`src/rtl/gbr_pkg.sv`:
```
// Shared types and constants of the 3x3 Gaussian blur block.
package gbr_pkg;

  localparam int CH_W       = 8;
  localparam int PIX_W      = 3 * CH_W;
  localparam int WT_W       = 16;
  localparam int WIDTH_W    = 13;
  localparam int HEIGHT_W   = 16;
  localparam int CFG_IDX_W  = 3;
  localparam int CFG_DATA_W = 16;
  localparam int TAPS       = 9;

  localparam logic [CFG_IDX_W-1:0] REG_WIDTH         = 3'd0;
  localparam logic [CFG_IDX_W-1:0] REG_HEIGHT        = 3'd1;
  localparam logic [CFG_IDX_W-1:0] REG_WEIGHT_CENTER = 3'd2;
  localparam logic [CFG_IDX_W-1:0] REG_WEIGHT_EDGE   = 3'd3;
  localparam logic [CFG_IDX_W-1:0] REG_WEIGHT_CORNER = 3'd4;

  localparam logic [WIDTH_W-1:0]  RST_WIDTH         = 13'd3200;
  localparam logic [HEIGHT_W-1:0] RST_HEIGHT        = 16'd1800;
  localparam logic [WT_W-1:0]     RST_WEIGHT_CENTER = 16'd10430;
  localparam logic [WT_W-1:0]     RST_WEIGHT_EDGE   = 16'd6326;
  localparam logic [WT_W-1:0]     RST_WEIGHT_CORNER = 16'd3837;

  localparam int FIFO_DEPTH = 4;
  localparam int FIFO_AW    = 2;
  localparam int FIFO_CW    = FIFO_AW + 1;

  localparam logic [CH_W-1:0] CH_MAX = 8'd255;

  typedef struct packed {
    logic [WIDTH_W-1:0]  width;
    logic [HEIGHT_W-1:0] height;
    logic [WT_W-1:0]     weight_center;
    logic [WT_W-1:0]     weight_edge;
    logic [WT_W-1:0]     weight_corner;
  } cfg_t;

  typedef struct packed {
    logic row_top;
    logic row_bot;
    logic col_left;
    logic col_right;
    logic last;
  } flags_t;

  typedef struct packed {
    logic [TAPS-1:0][PIX_W-1:0] win;
    flags_t                     flags;
  } win_item_t;

endpackage

```
`src/rtl/gbr_fifo.sv`:
```
// Short queue of filter windows between front end and back end.
module gbr_fifo (
  input  logic                        clk,
  input  logic                        rst_n,
  input  logic                        push,
  input  gbr_pkg::win_item_t          push_item,
  input  logic                        pop,
  output logic                        pop_valid,
  output gbr_pkg::win_item_t          pop_item,
  output logic [gbr_pkg::FIFO_CW-1:0] cnt
);
  import gbr_pkg::*;

  win_item_t          mem_r [FIFO_DEPTH];
  logic [FIFO_AW-1:0] wr_ptr_r, rd_ptr_r;
  logic [FIFO_CW-1:0] cnt_r;

  assign pop_valid = cnt_r != '0;
  assign pop_item  = mem_r[rd_ptr_r];
  assign cnt       = cnt_r;

  always_ff @(posedge clk) begin
    if (!rst_n) begin
      wr_ptr_r <= '0;
      rd_ptr_r <= '0;
      cnt_r    <= '0;
    end else begin
      if (push) begin
        wr_ptr_r <= wr_ptr_r + FIFO_AW'(1);
      end
      if (pop) begin
        rd_ptr_r <= rd_ptr_r + FIFO_AW'(1);
      end
      if (push && !pop) begin
        cnt_r <= cnt_r + FIFO_CW'(1);
      end else if (pop && !push) begin
        cnt_r <= cnt_r - FIFO_CW'(1);
      end
    end
  end

  always_ff @(posedge clk) begin
    if (push) begin
      mem_r[wr_ptr_r] <= push_item;
    end
  end

  a_no_overflow: assert property (@(posedge clk) disable iff (!rst_n)
    push |-> (cnt_r < FIFO_CW'(FIFO_DEPTH) || pop))
    else $error("queue overflow");

  a_no_underflow: assert property (@(posedge clk) disable iff (!rst_n)
    pop |-> cnt_r != '0)
    else $error("queue underflow");

endmodule

```
`config.mk`:
```
export PLATFORM = sky130hd
export DESIGN_NAME = gbr_fifo
export DESIGN_NICKNAME = d
export VERILOG_FILES = /design/src/rtl/gbr_pkg.sv /design/src/rtl/gbr_fifo.sv
export SDC_FILE = /design/constraint.sdc
export NUM_CORES = 1
export LEC_CHECK = 0
export BUFFER_PORTS_ARGS = -buffer_cell sky130_fd_sc_hd__buf_2
export CORE_MARGIN = 5
export CORE_UTILIZATION = 45
export CTS_CLUSTER_DIAMETER = 100
export DETAILED_ROUTE_END_ITERATION = 8
export GPL_TIMING_DRIVEN = 0
export MAX_ROUTING_LAYER = met4
export SLEW_MARGIN = 10
export SYNTH_ARGS = -nofsm -noshare
export SYNTH_HDL_FRONTEND = slang
export SYNTH_SLANG_ARGS = --single-unit
```
`constraint.sdc`:
```
create_clock -name clk -period 9.6 [get_ports clk]
set_clock_uncertainty 0.05 [all_clocks]
set_input_delay 0.48 -clock clk [delete_from_list [all_inputs] [get_ports clk]]
set_output_delay 0.48 -clock clk [all_outputs]
set_load 0.1 [all_outputs]
```
=== Word-level counts from Yosys, hierarchy flattened ===
Memories as Yosys holds them, arrays and structs flattened. A register that Yosys moved wholly into a read port is not among the register bits.
Cells that the tools add are included.
Widths: inputs -> output; s select.

* Output and inout port bits: 225
* Memory bits (writable): 884
* Input port bits: 225
* ROM bits: 0
* Memories kept: 1
* Register bits: 7
* Latch bits: 0

* Bitwise operators: 0
* Equal/unequal tests: 0
* Div/mod/pow operators: 0
* $add $sub $neg: 4
* Shifts and indexed selects: 0
* Muxes and demuxes: 6
* Reductions and logical operators: 6
* Multiply operators: 0
* Order comparisons: 0

{| class="wikitable"
|+ Memories
! memory !! depth !! bits a word !! rd ports !! clocked after memory_dff !! write ports !! RTL line !! text
|-
| mem_r || 4 || 221 || 1 || 1 || 1 || gbr_fifo.sv:14 || <nowiki>win_item_t mem_r [FIFO_DEPTH];</nowiki>
|}

{| class="wikitable"
|+ Operators with widths
! kind !! number
|-
| $mux 3 || 2
|-
| $add 2x1->2 const B || 2
|-
| $mux 2 || 2
|-
| $add 3x1->3 const B || 1
|-
| $reduce_bool 3->1 || 1
|-
| $sub 3x1->3 const B || 1
|-
| $logic_and 1x1->1 || 2
|-
| $logic_not 1->1 || 2
|-
| $mux 1 || 2
|-
| $reduce_bool 2->1 || 1
|}

=== Depth between registers and ports, before layout ===
* Depth in word-level cells: 4
* Depth in mapped cells: 7
* Mapped depth without buffers: 7

=== Least setup slack after synthesis ===
No wires, ideal clock.

* Path type: register to register
* Start point: register wr_ptr_r[0]
* End point: memory mem_r[0][0] (netlist bit) (enable)
* Arrival time: 5,560 ps
* Path buffers: 0
* Required time: 8,942 ps
* Stages on the path, launching flop included: 4
* Path slack: 3,382 ps
* Cells stage by stage: dfxtp_1 > inv_1 > ha_1 > and2_1

{| class="wikitable"
|+ RTL lines
! element !! RTL line !! text
|-
| start, declared || gbr_fifo.sv:15 || <nowiki>logic [FIFO_AW-1:0] wr_ptr_r, rd_ptr_r;</nowiki>
|-
| start signal, assigned || gbr_fifo.sv:29 || <nowiki>wr_ptr_r <= wr_ptr_r + FIFO_AW'(1);</nowiki>
|-
| end, declared || gbr_fifo.sv:14 ||
|}

No word-level cell before the write port.

==> flow_summary.json <==
{
  "worstMarginPinSlew_ns": 1.01,
  "postCtsSetupBuffers": 0,
  "final.setup.worst_slack_ns": 5.90,
  "start_util_pct": 45.4,
  "final_cell_mix": "edfxtp_1, buf_2, mux4_2, dlygate4sd3_1, clkbuf_16",
  "root_buffer": "clkbuf_16",
  "critPathKind": "reg -> out",
  "path_clk_slew_ns": 0.06,
  "status": "complete, no violations",
  "routabilityCongestion": 0.726,
  "ant_nets": 0,
  "critical_path.max_fanout": 10,
  "track_usage_pct": 18.1,
  "synth.distinct_cells": 20,
  "setup_tns_ns": 0,
  "drv_cap": 0,
  "cts_hold_buf": 221,
  "synthCells": 1197,
  "drv_slew": 0,
  "wirelength_um": 69000,
  "avgSynthCellArea_um2": 27.2,
  "cts_inserted_buffers": 90,
  "period_minus_slack_ns": 3.70,
  "worst_hold_slack_ns": 0.108,
  "pre_cts_ws_ns": 6.43,
  "hold_viol": 0,
  "vdd_drop_max_mv": 0.190,
  "min_path_cells": 2,
  "cts_tree": "done",
  "period_share_pct": 38.5,
  "cts.repair.resized": 0,
  "die_y_um": 279,
  "clkSinkCount": 893,
  "clk_latency_ns": 0.63,
  "synth_seq_cells": 893,
  "grt_max_degree": 50,
  "cts_buffer_depth": 3,
  "fillers": 5281,
  "max_freq_mhz": 270,
  "cts_max_level": 3,
  "ios": 450,
  "dr.first_iter.drc_count": 1078,
  "reg2reg_depth": 6,
  "wl_per_cell_um": 22.9,
  "endpoint_kind": "output port",
  "viasPerCell": 5.14,
  "drt-pass1-iter-count": 5,
  "seq_area_frac_synth_pct": 82.1,
  "grt-ovfl-total": 0,
  "power_density_nw_per_um2": 238,
  "layout.nets": 2210,
  "syn_to_final_growth_pct": 28.0,
  "yosys_warnings": 0,
  "syn_nets": 1428,
  "grt_pass1_wl_um": 104000,
  "p_leak_nw": 14.2,
  "grt_pass1_vias": 16800,
  "syn_area_um2": 32500,
  "antenna_found_initial": 10,
  "worstPathArrival_ns": 3.17,
  "hold_class": "in -> reg",
  "final_common_cell": "edfxtp_1",
  "portBuffers": 449,
  "drc": 0,
  "relSlewSlack_pct": 32.5,
  "finalInstanceArea_um2": 41700,
  "rsz0062_at_grt": "false",
  "drive_gt1_share_pct": 42.2,
  "vias": 15500,
  "fp-row-count": 98,
  "hpwl_um": 44000,
  "die_width_um": 279,
  "setup_viol": 0,
  "placed_area_um2": 36500,
  "coreArea_um2": 71600,
  "start_kind": "register",
  "worstPathRequired_ns": 9.07,
  "dieArea_um2": 77800
}
[worst max-delay path, stage by stage, from the launching register on]
cell	delay, ns
dfxtp_1	0.30
buf_2	0.21
clkbuf_1	0.78
buf_2	0.49
mux4_2	0.27
buf_2	0.48
[path summary, 6_finish.rpt]
| check | start | end | slack (ns) |
|---|---|---|---|
| worst max-delay path | register | pop_item[100] | 5.90 |
| worst min-delay path | rst_n | wr_ptr_r[0] | 0.11 |
| worst max register to register | wr_ptr_r[1] | mem_r[1][149] | 7.06 |
| worst min register to register | cnt[2] | cnt[2] | 0.51 |
[cell usage after synthesis]
master	instances	area share (%)
buf_6	1	0.035
ha_1	5	0.19
xor2_1	3	0.081
buf_2	21	0.32
clkbuf_1	4	0.046
o21ai_0	1	0.015
nor2b_1	2	0.038
xnor2_1	2	0.054
or3_1	2	0.038
a21boi_0	1	0.023
buf_12	21	1.3
mux2i_1	2	0.062
inv_1	4	0.046
buf_4	3	0.069
mux4_2	221	15
and2_1	9	0.17
dfxtp_1	9	0.55
fa_1	1	0.062
edfxtp_1	884	82
nand2_1	1	0.012
[power by group]
group | switching [W] | internal (W)
registers | 0.0000356 | 0.00448
clock network | 0.00143 | 0.00197
logic | 0.00152 | 0.000470
[metrics by stage]
stage / util (%) / total power, W / cells
3_3_place_gp: 50.2 / 0.00657 / 2596
6_report: 58.2 / 0.00990 / 3015
2_1_floorplan: - / 0.00617 / 1197
5_1_grt: 58.2 / 0.0103 / 3014
3_5_place_dp: 51.0 / 0.00653 / 2616
4_1_cts: 58.1 / 0.0100 / 3004
[sequential cells by signal (all words and copies together), names as in the netlist, named ones only]
| name | flops |
|---|---|
| mem_r | 884 |
| cnt | 3 |
| rd_ptr_r | 2 |
| wr_ptr_r | 2 |
[area by class of cell]
| type | count | area [um^2] | share of cell area [%] |
|---|---|---|---|
| sequential | 893 | 26700 | 64.2 |
| multi-input combinational | 250 | 5230 | 12.6 |
| timing repair buffer | 690 | 4970 | 11.9 |
| clock buffer | 114 | 2380 | 5.73 |
| tap | 950 | 1190 | 2.85 |
| buffer | 50 | 574 | 1.38 |
| clock inverter | 53 | 536 | 1.29 |
| antenna | 11 | 27.5 | 0.0661 |
| inverter | 4 | 15.0 | 0.0360 |
[cells by family (layout without fill, tap and decap cells)]
family / Yosys count / after routing / synth area share, %
AO/OA/AOI/OAI: 2 / 2 / 0.0384
XOR/XNOR: 5 / 5 / 0.135
adder cells (fa/ha/maj): 6 / 6 / 0.254
buffers and inverters: 54 / 911 / 1.81
flip-flops: 893 / 893 / 82.1
multiplexers: 223 / 223 / 15.4
other: 0 / 11 / 0
AND/OR/NAND/NOR: 14 / 14 / 0.261
[metal layers]
layer  part of all wire [%]  GRT usage, %  up-vias
li1                       -             -     6806
met1                     40          22.9     8139
met2                     51          29.1      459
met3                    7.2          4.80      103
met4                    2.7          5.54        0
met5                      0             -        -
Power figures use the tool's default switching activity.
