`config.mk`:
```
export PLATFORM = sky130hd
export DESIGN_NAME = gbr_back
export DESIGN_NICKNAME = d
export VERILOG_FILES = /design/src/rtl/gbr_pkg.sv /design/src/rtl/gbr_back.sv
export SDC_FILE = /design/constraint.sdc
export NUM_CORES = 2
export LEC_CHECK = 0
export BUFFER_PORTS_ARGS = -buffer_cell sky130_fd_sc_hd__buf_2
export CORE_ASPECT_RATIO = 0.9
export CORE_MARGIN = 3
export CORE_UTILIZATION = 40
export CTS_BUF_LIST = sky130_fd_sc_hd__clkbuf_16
export CTS_CLUSTER_DIAMETER = 150
export DETAILED_ROUTE_END_ITERATION = 12
export GPL_TIMING_DRIVEN = 0
export PLACE_DENSITY_LB_ADDON = 0.3
export SLEW_MARGIN = 10
export SYNTH_ARGS = -nofsm -noshare
export SYNTH_HDL_FRONTEND = slang
export SYNTH_SLANG_ARGS = --single-unit
```
`constraint.sdc`:
```
create_clock -name clk -period 18.5 [get_ports clk]
set_clock_uncertainty 0.05 [all_clocks]
set_input_delay 3.7 -clock clk [delete_from_list [all_inputs] [get_ports clk]]
set_output_delay 3.7 -clock clk [all_outputs]
set_load 0.02 [all_outputs]
```
`src/rtl/gbr_pkg.sv`:
```
// Shared types and constants of the 3x3 Gaussian blur block.
package gbr_pkg;

  localparam int CH_W       = 8;
  localparam int PIX_W      = 3 * CH_W;
  localparam int WT_W       = 16;
  localparam int WIDTH_W    = 13;
  localparam int HEIGHT_W   = 16;
  localparam int CFG_IDX_W  = 3;
  localparam int CFG_DATA_W = 16;
  localparam int TAPS       = 9;

  localparam logic [CFG_IDX_W-1:0] REG_WIDTH         = 3'd0;
  localparam logic [CFG_IDX_W-1:0] REG_HEIGHT        = 3'd1;
  localparam logic [CFG_IDX_W-1:0] REG_WEIGHT_CENTER = 3'd2;
  localparam logic [CFG_IDX_W-1:0] REG_WEIGHT_EDGE   = 3'd3;
  localparam logic [CFG_IDX_W-1:0] REG_WEIGHT_CORNER = 3'd4;

  localparam logic [WIDTH_W-1:0]  RST_WIDTH         = 13'd3200;
  localparam logic [HEIGHT_W-1:0] RST_HEIGHT        = 16'd1800;
  localparam logic [WT_W-1:0]     RST_WEIGHT_CENTER = 16'd10430;
  localparam logic [WT_W-1:0]     RST_WEIGHT_EDGE   = 16'd6326;
  localparam logic [WT_W-1:0]     RST_WEIGHT_CORNER = 16'd3837;

  localparam int FIFO_DEPTH = 4;
  localparam int FIFO_AW    = 2;
  localparam int FIFO_CW    = FIFO_AW + 1;

  localparam logic [CH_W-1:0] CH_MAX = 8'd255;

  typedef struct packed {
    logic [WIDTH_W-1:0]  width;
    logic [HEIGHT_W-1:0] height;
    logic [WT_W-1:0]     weight_center;
    logic [WT_W-1:0]     weight_edge;
    logic [WT_W-1:0]     weight_corner;
  } cfg_t;

  typedef struct packed {
    logic row_top;
    logic row_bot;
    logic col_left;
    logic col_right;
    logic last;
  } flags_t;

  typedef struct packed {
    logic [TAPS-1:0][PIX_W-1:0] win;
    flags_t                     flags;
  } win_item_t;

endpackage

```
`src/rtl/gbr_back.sv`:
```
// Back end: masked tap sums, weight multiplies, truncate and clamp, output register.
module gbr_back (
  input  logic               clk,
  input  logic               rst_n,
  input  logic               pop_valid,
  input  gbr_pkg::win_item_t pop_item,
  output logic               pop,
  input  gbr_pkg::cfg_t      cfg,
  output logic               out_tvalid,
  input  logic               out_tready,
  output logic [23:0]        out_tdata,   // red_out, green_out, blue_out
  output logic               out_tlast    // frame_end
);
  import gbr_pkg::*;

  localparam int SUM_W  = CH_W + 2;
  localparam int PRD_W  = SUM_W + WT_W;
  localparam int CPRD_W = CH_W + WT_W;
  localparam int TOT_W  = PRD_W + 2;

  logic                         b1_v_r, b2_v_r, out_v_r;
  logic [2:0][SUM_W-1:0]        csum_r, esum_r, csum_nxt, esum_nxt;
  logic [2:0][CH_W-1:0]         ctr_r;
  logic [2:0][PRD_W-1:0]        pc_r, pe_r;
  logic [2:0][CPRD_W-1:0]       pm_r;
  logic                         b1_last_r, b2_last_r, out_last_r;
  logic [2:0][CH_W-1:0]         res_nxt, res_r;
  logic [TOT_W-1:0]             total;
  logic [TOT_W-WT_W-1:0]        trunc;
  logic                         o_ready, b2_ready, b1_ready;
  flags_t                       f;

  function automatic logic [SUM_W-1:0] tap(input logic [CH_W-1:0] px, input logic en);
    return en ? SUM_W'(px) : '0;
  endfunction

  assign o_ready  = !out_v_r || out_tready;
  assign b2_ready = !b2_v_r || o_ready;
  assign b1_ready = !b1_v_r || b2_ready;
  assign pop      = pop_valid && b1_ready;
  assign f        = pop_item.flags;

  always_comb begin
    for (int ch = 0; ch < 3; ch++) begin
      csum_nxt[ch] = tap(pop_item.win[0][ch*CH_W +: CH_W], f.row_top && f.col_left)
                   + tap(pop_item.win[2][ch*CH_W +: CH_W], f.row_top && f.col_right)
                   + tap(pop_item.win[6][ch*CH_W +: CH_W], f.row_bot && f.col_left)
                   + tap(pop_item.win[8][ch*CH_W +: CH_W], f.row_bot && f.col_right);
      esum_nxt[ch] = tap(pop_item.win[1][ch*CH_W +: CH_W], f.row_top)
                   + tap(pop_item.win[3][ch*CH_W +: CH_W], f.col_left)
                   + tap(pop_item.win[5][ch*CH_W +: CH_W], f.col_right)
                   + tap(pop_item.win[7][ch*CH_W +: CH_W], f.row_bot);
    end
  end

  always_comb begin
    total = '0;
    trunc = '0;
    for (int ch = 0; ch < 3; ch++) begin
      total = TOT_W'(pc_r[ch]) + TOT_W'(pe_r[ch]) + TOT_W'(pm_r[ch]);
      trunc = total[TOT_W-1:WT_W];
      res_nxt[ch] = (trunc > (TOT_W-WT_W)'(CH_MAX)) ? CH_MAX : trunc[CH_W-1:0];
    end
  end

  always_ff @(posedge clk) begin
    if (!rst_n) begin
      b1_v_r  <= 1'b0;
      b2_v_r  <= 1'b0;
      out_v_r <= 1'b0;
    end else begin
      if (b1_ready) begin
        b1_v_r <= pop_valid;
      end
      if (b2_ready) begin
        b2_v_r <= b1_v_r;
      end
      if (o_ready) begin
        out_v_r <= b2_v_r;
      end
    end
  end

  always_ff @(posedge clk) begin
    if (pop) begin
      csum_r    <= csum_nxt;
      esum_r    <= esum_nxt;
      for (int ch = 0; ch < 3; ch++) begin
        ctr_r[ch] <= pop_item.win[4][ch*CH_W +: CH_W];
      end
      b1_last_r <= f.last;
    end
    if (b1_v_r && b2_ready) begin
      for (int ch = 0; ch < 3; ch++) begin
        pc_r[ch] <= PRD_W'(csum_r[ch]) * PRD_W'(cfg.weight_corner);
        pe_r[ch] <= PRD_W'(esum_r[ch]) * PRD_W'(cfg.weight_edge);
        pm_r[ch] <= CPRD_W'(ctr_r[ch]) * CPRD_W'(cfg.weight_center);
      end
      b2_last_r <= b1_last_r;
    end
    if (b2_v_r && o_ready) begin
      res_r      <= res_nxt;
      out_last_r <= b2_last_r;
    end
  end

  assign out_tvalid = out_v_r;
  assign out_tdata  = res_r;
  assign out_tlast  = out_last_r;

  a_stage_hold: assert property (@(posedge clk) disable iff (!rst_n)
    (b1_v_r && !b2_ready) |=> b1_v_r)
    else $error("sum stage lost an item while stalled");

endmodule

```
# After elaboration in Yosys (flattened, before gate mapping)
# Cells that the tools add are included.
[word_totals]
reg_bits = 342
elab_cells = 100
[classes]
addsub = 24
mul = 9
magnitude_cmp = 3
muxes = 24
n_reduce_logical = 13
[op_table]
columns = ["op", "count"]
rows = [
  ["8-bit two-way mux", 24],
  ["10-bit by 16-bit multiplier with 26-bit output", 6],
  ["27-bit by 24-bit adder with 28-bit output", 3],
  ["26-bit by 26-bit adder with 27-bit output", 3],
  ["8-bit by 16-bit multiplier with 24-bit output", 3],
  ["10-bit by 8-bit adder with 10-bit output", 6],
  ["9-bit by 8-bit adder with 10-bit output", 6],
  ["8-bit by 8-bit adder with 9-bit output", 6],
  ["12-bit by 8-bit greater-than comparator with 1-bit output (second input constant)", 3],
  ["1-bit logical AND", 7],
  ["1-bit logical NOT", 3],
  ["1-bit logical OR", 3],
]

# Logic depth before layout (Yosys ltp)
[logic_depth]
ltp_word = 5
ltp_mapped = 22
depth_no_buf = 21

# Least setup slack after synthesis
# No wires, ideal clock.
[synth_timing]
path_kind = "input-to-reg"
from = "input port out_tready"
to = "register b2_last_r, enable pin"
setup_ps = 850
t_arrival_ps = 14046
required_time_ps = 17600
setup_slack_ps = 3554
path_stages = 3
n_path_buf = 0
cell_sequence = "nor2b_1 and2_1 nor2b_1"
[synth_via]
elab_chain_cells = 3
[synth_rtl]
columns = ["item", "line_no", "rtl"]
rows = [
  ["from (decl)", "gbr_back.sv:10", "input logic out_tready,"],
  ["1-bit logical OR", "gbr_back.sv:37", "assign o_ready = !out_v_r || out_tready;"],
  ["1-bit logical OR", "gbr_back.sv:38", "assign b2_ready = !b2_v_r || o_ready;"],
  ["1-bit logical AND", "gbr_back.sv:93", "if (b1_v_r && b2_ready) begin"],
  ["to (signal assigned)", "gbr_back.sv:99", "b2_last_r <= b1_last_r;"],
  ["to (decl)", "gbr_back.sv:26", "logic b1_last_r, b2_last_r, out_last_r;"],
]
# No other way between the ends.
# A chain may end at the register's enable or synchronous reset.

# Worst setup path after layout
[layout_timing]
from = "input port cfg[26] in the netlist's numbering"
to = "register pe_r[23] in the netlist's numbering, data pin"
[layout_via]
elab_chain_cells = 1
[layout_rtl]
columns = ["item", "line_no", "rtl"]
rows = [
  ["from (decl)", "gbr_back.sv:8", "input gbr_pkg::cfg_t cfg,"],
  ["10-bit by 16-bit multiplier with 26-bit output", "gbr_back.sv:96", "pe_r[ch] <= PRD_W'(esum_r[ch]) * PRD_W'(cfg.weight_edge);"],
  ["to (signal, indexed assignment)", "gbr_back.sv:96", ""],
  ["to (decl)", "gbr_back.sv:24", "logic [2:0][PRD_W-1:0] pc_r, pe_r;"],
]
# No other way between the ends.

==> qor.csv <==
stage,metric,value,unit
route,viasPerCell,5.12,
clock_tree,count_of_h_tree_levels_built_during_cts,2,
floorplan,die_width,416,µm
logic_synthesis,ys_ff_latch,342,
setup_path,rrSetupSlack,11.47,ns
clock_tree,cts_tree,yes,
floorplan,start_util,0.405,
setup_path,cp_capture_type,register,
hold_path,hp-class,register to register,
timing,setup_repair_after_global_routing_missed_its_margin,false,
timing,period_needed,9.62,ns
layout,leading_cell_type_in_the_layout_fill_and_taps_excluded,sky130_fd_sc_hd__inv_1,
logic_synthesis,synth_nets,8253,
flow_run,drv.max_cap_violation_count,0,
global_route,grt.total_usage,0.229,
layout,final_core_utilization,0.444,
layout,area_growth,9.45,%
timing,maxSlewViolCount,0,
logic_synthesis,yosys_most_used_dff,sky130_fd_sc_hd__edfxtp_1,
floorplan,die_h,375,µm
route,drtAntennaViolNets,0,
timing,finalHoldViolations,0,
layout,layout_common_cells,"sky130_fd_sc_hd__inv_1 (1172), sky130_fd_sc_hd__fa_1 (1077), sky130_fd_sc_hd__nand2_1 (873)",
floorplan,design.core.area,149000,µm²
setup_path,critical_path_peak_fanout,10,
status,run_status,"complete, no violations",
global_route,antenna_violations_before_repair,14,
setup_path,startpoint,cfg[26],
layout,final-instance-count-excl-fill,8579,
floorplan,design.portCount,329,
logic_synthesis,yosys.area.top_type_share,0.356,
setup_path,reg2regPathDepth,19,
route,route.detailed.wl_per_inst,20.4,µm
setup_path,critPathArrivalTime,9.89,ns
place,dp.final_hpwl,145000,µm
clock_tree,post_cts.repair.setup_buffers,0,
route,num_vias,43952,
logic_synthesis,postSynth.asyncResetShare,0,
route,starting_drt_drc_count,3131,
logic_synthesis,synth_top_cell_by_area,sky130_fd_sc_hd__fa_1,
setup_path,worstPathRequired,18.77,ns
logic_synthesis,synth_area,60500,µm²
setup_path,endpoint,pe_r[23],
global_route,grt_max_degree,35,
timing,clock.fmax,104,MHz
global_route,grt.overflow.total,0,
place,placedCellCount,8493,
clock_tree,cts_num_sinks,342,
timing,setup-violations-final,0,
logic_synthesis,syn_inst,6241,
clock_tree,cts-buffers-inserted,45,
clock_tree,cts_resized,0,
place,place_area,64600,µm²
global_route,first_pass_grt_wire_length,275000,µm
logic_synthesis,synthesis.yosys.warnings,0,
logic_synthesis,synth_cell_types,66,
clock_tree,postCtsHoldBufs,0,
clock_tree,cts_max_path_buffers,3,
timing,finalCritPeriodShare,0.520,
logic_synthesis,synth_area_leaders,"sky130_fd_sc_hd__fa_1 (36%), sky130_fd_sc_hd__edfxtp_1 (17%), sky130_fd_sc_hd__ha_1 (13%)",
place,numPortBuffers,267,
floorplan,row_count,134,
route,drt_pass1_iterations,7,
layout,postLayoutCellArea,66200,µm²
layout,nNetsFinal,8580,
logic_synthesis,synth_sequential_area_ratio,0.169,
clock_tree,worst_setup_hold_path_clk_slew,0.06,ns
route,drt_drc_violations_left,0,
clock_tree,clockRootBuffer,sky130_fd_sc_hd__clkbuf_16,
place,gp_routability_congestion,0.947,
route,postRouteWirelength,175000,µm
layout,final_layout_size_suffix_gt1_frac,0.0568,
timing,relSlewSlack,0.295,
clock_tree,clk-insertion-delay-late,0.62,ns
global_route,grt_pass1_vias,47191,
logic_synthesis,postSynthAreaPerCell,9.69,µm²
timing,worst-slew-pin-transition,1.06,ns
setup_path,setup.worst_path.class,input port to register,
setup_path,crit-reg2reg-capture,pe_r[23],
setup_path,r2r_start,esum_r[3],
logic_synthesis,synth_edf_count,339,
floorplan,die_area,156000,µm²
setup_path,critPathLaunchType,input port,
[cell usage after synthesis (4+ instances only)]
library cell / n
sky130_fd_sc_hd__o31ai_1: 7
sky130_fd_sc_hd__xor2_1: 54
sky130_fd_sc_hd__and3_1: 45
sky130_fd_sc_hd__a2111oi_0: 6
sky130_fd_sc_hd__edfxtp_1: 339
sky130_fd_sc_hd__and2_1: 727
sky130_fd_sc_hd__o21a_1: 42
sky130_fd_sc_hd__xnor2_1: 186
sky130_fd_sc_hd__nand2b_1: 28
sky130_fd_sc_hd__o31a_1: 4
sky130_fd_sc_hd__or3_1: 12
sky130_fd_sc_hd__nand3_1: 42
sky130_fd_sc_hd__a211o_1: 8
sky130_fd_sc_hd__a41oi_1: 7
sky130_fd_sc_hd__nor2_1: 132
sky130_fd_sc_hd__a21boi_0: 5
sky130_fd_sc_hd__nor3_1: 41
sky130_fd_sc_hd__o21bai_1: 35
sky130_fd_sc_hd__o311a_1: 4
sky130_fd_sc_hd__or2_2: 9
sky130_fd_sc_hd__inv_1: 1170
sky130_fd_sc_hd__nor3b_1: 4
sky130_fd_sc_hd__clkbuf_1: 234
sky130_fd_sc_hd__a31o_2: 4
sky130_fd_sc_hd__o21ai_0: 91
sky130_fd_sc_hd__ha_1: 633
sky130_fd_sc_hd__a31oi_1: 19
sky130_fd_sc_hd__fa_1: 1077
sky130_fd_sc_hd__nand2_1: 873
sky130_fd_sc_hd__a211oi_1: 11
sky130_fd_sc_hd__o211ai_1: 10
sky130_fd_sc_hd__nor4_1: 13
sky130_fd_sc_hd__a21oi_1: 194
sky130_fd_sc_hd__nand4_1: 12
sky130_fd_sc_hd__a21o_1: 88
sky130_fd_sc_hd__nor2b_1: 25
[logic make-up (layout without fill, tap and decap cells)]
kind of cell / Yosys count / in the layout / share of synthesized area
AOI/OAI and AO/OA: 569 / 569 / 0.0601
xor gates and xnor gates: 240 / 240 / 0.0347
adders and majority gates: 1710 / 1710 / 0.487
buffers and inverters: 1405 / 1767 / 0.0872
DFF: 342 / 342 / 0.169
muxes: 1 / 1 / 0.000165
other: 0 / 4 / 0
and+or+nand+nor: 1974 / 1974 / 0.161
[through the flow]
stage	hold WS [ns]	setup slack (ns)	TNS, ns
3_3_place_gp	0.353	-2.52	-171.22
4_1_cts	0.371	9.02	0
6_report	0.368	8.88	0
3_5_place_dp	0.356	8.34	0
5_1_grt	0.373	8.72	0
2_1_floorplan	0.350	3.55	0
[metal layers]
metal  global-route usage  vias up  routed length (µm)
li1                     -    20030                   -
met1                0.315    22140               75500
met2                0.370     1509               80100
met3               0.0362      265               13000
met4               0.0732        8                6240
met5                    0        -                  39
[area by class of cell]
class | instances | area (µm²)
flip-flops and latches | 342 | 10200
diodes | 4 | 10.0
repair buffers | 280 | 1640
inverters | 1170 | 4390
clock inverters | 37 | 443
well taps | 1972 | 2470
clock buffers | 45 | 1130
fillers | 14382 | 83000
plain buffers | 235 | 882
multi-input cells | 4494 | 45000
[state kept, by name, indices dropped and copies added, names as in the netlist, 24 cells and up]
name and flops:
csum_r 30, ctr_r 24, esum_r 30, out_tdata 24, pc_r 78, pe_r 78, pm_r 72
[worst min path at each step]
| stage | from | to | slack, ns | cells after the start |
|---|---|---|---|---|
| 2_1_floorplan | b1_last_r | b2_last_r | 0.35 | 0 |
| 3_3_place_gp | b1_last_r | b2_last_r | 0.35 | 0 |
| 3_5_place_dp | b1_last_r | b2_last_r | 0.36 | 0 |
| 4_1_cts | b1_last_r | b2_last_r | 0.37 | 0 |
| 5_1_grt | b1_last_r | b2_last_r | 0.37 | 0 |
| 6_report | b1_last_r | b2_last_r | 0.37 | 0 |
[critical path, stage by stage]
cell,delay (ns)
sky130_fd_sc_hd__clkbuf_1,0.64
sky130_fd_sc_hd__nand2_1,0.17
sky130_fd_sc_hd__fa_1,0.55
sky130_fd_sc_hd__inv_1,0.05
sky130_fd_sc_hd__fa_1,0.49
sky130_fd_sc_hd__fa_1,0.51
sky130_fd_sc_hd__fa_1,0.53
sky130_fd_sc_hd__inv_1,0.06
sky130_fd_sc_hd__fa_1,0.47
sky130_fd_sc_hd__inv_1,0.05
sky130_fd_sc_hd__ha_1,0.33
sky130_fd_sc_hd__o21a_1,0.13
sky130_fd_sc_hd__o21ai_0,0.19
sky130_fd_sc_hd__o31ai_1,0.63
sky130_fd_sc_hd__a21oi_1,0.24
sky130_fd_sc_hd__o21a_1,0.29
sky130_fd_sc_hd__o21bai_1,0.15
sky130_fd_sc_hd__a21oi_1,0.10
sky130_fd_sc_hd__xnor2_1,0.59
Power is not shown: default switching activity piles up to over one toggle a cycle in this logic, so the estimate is an artifact.
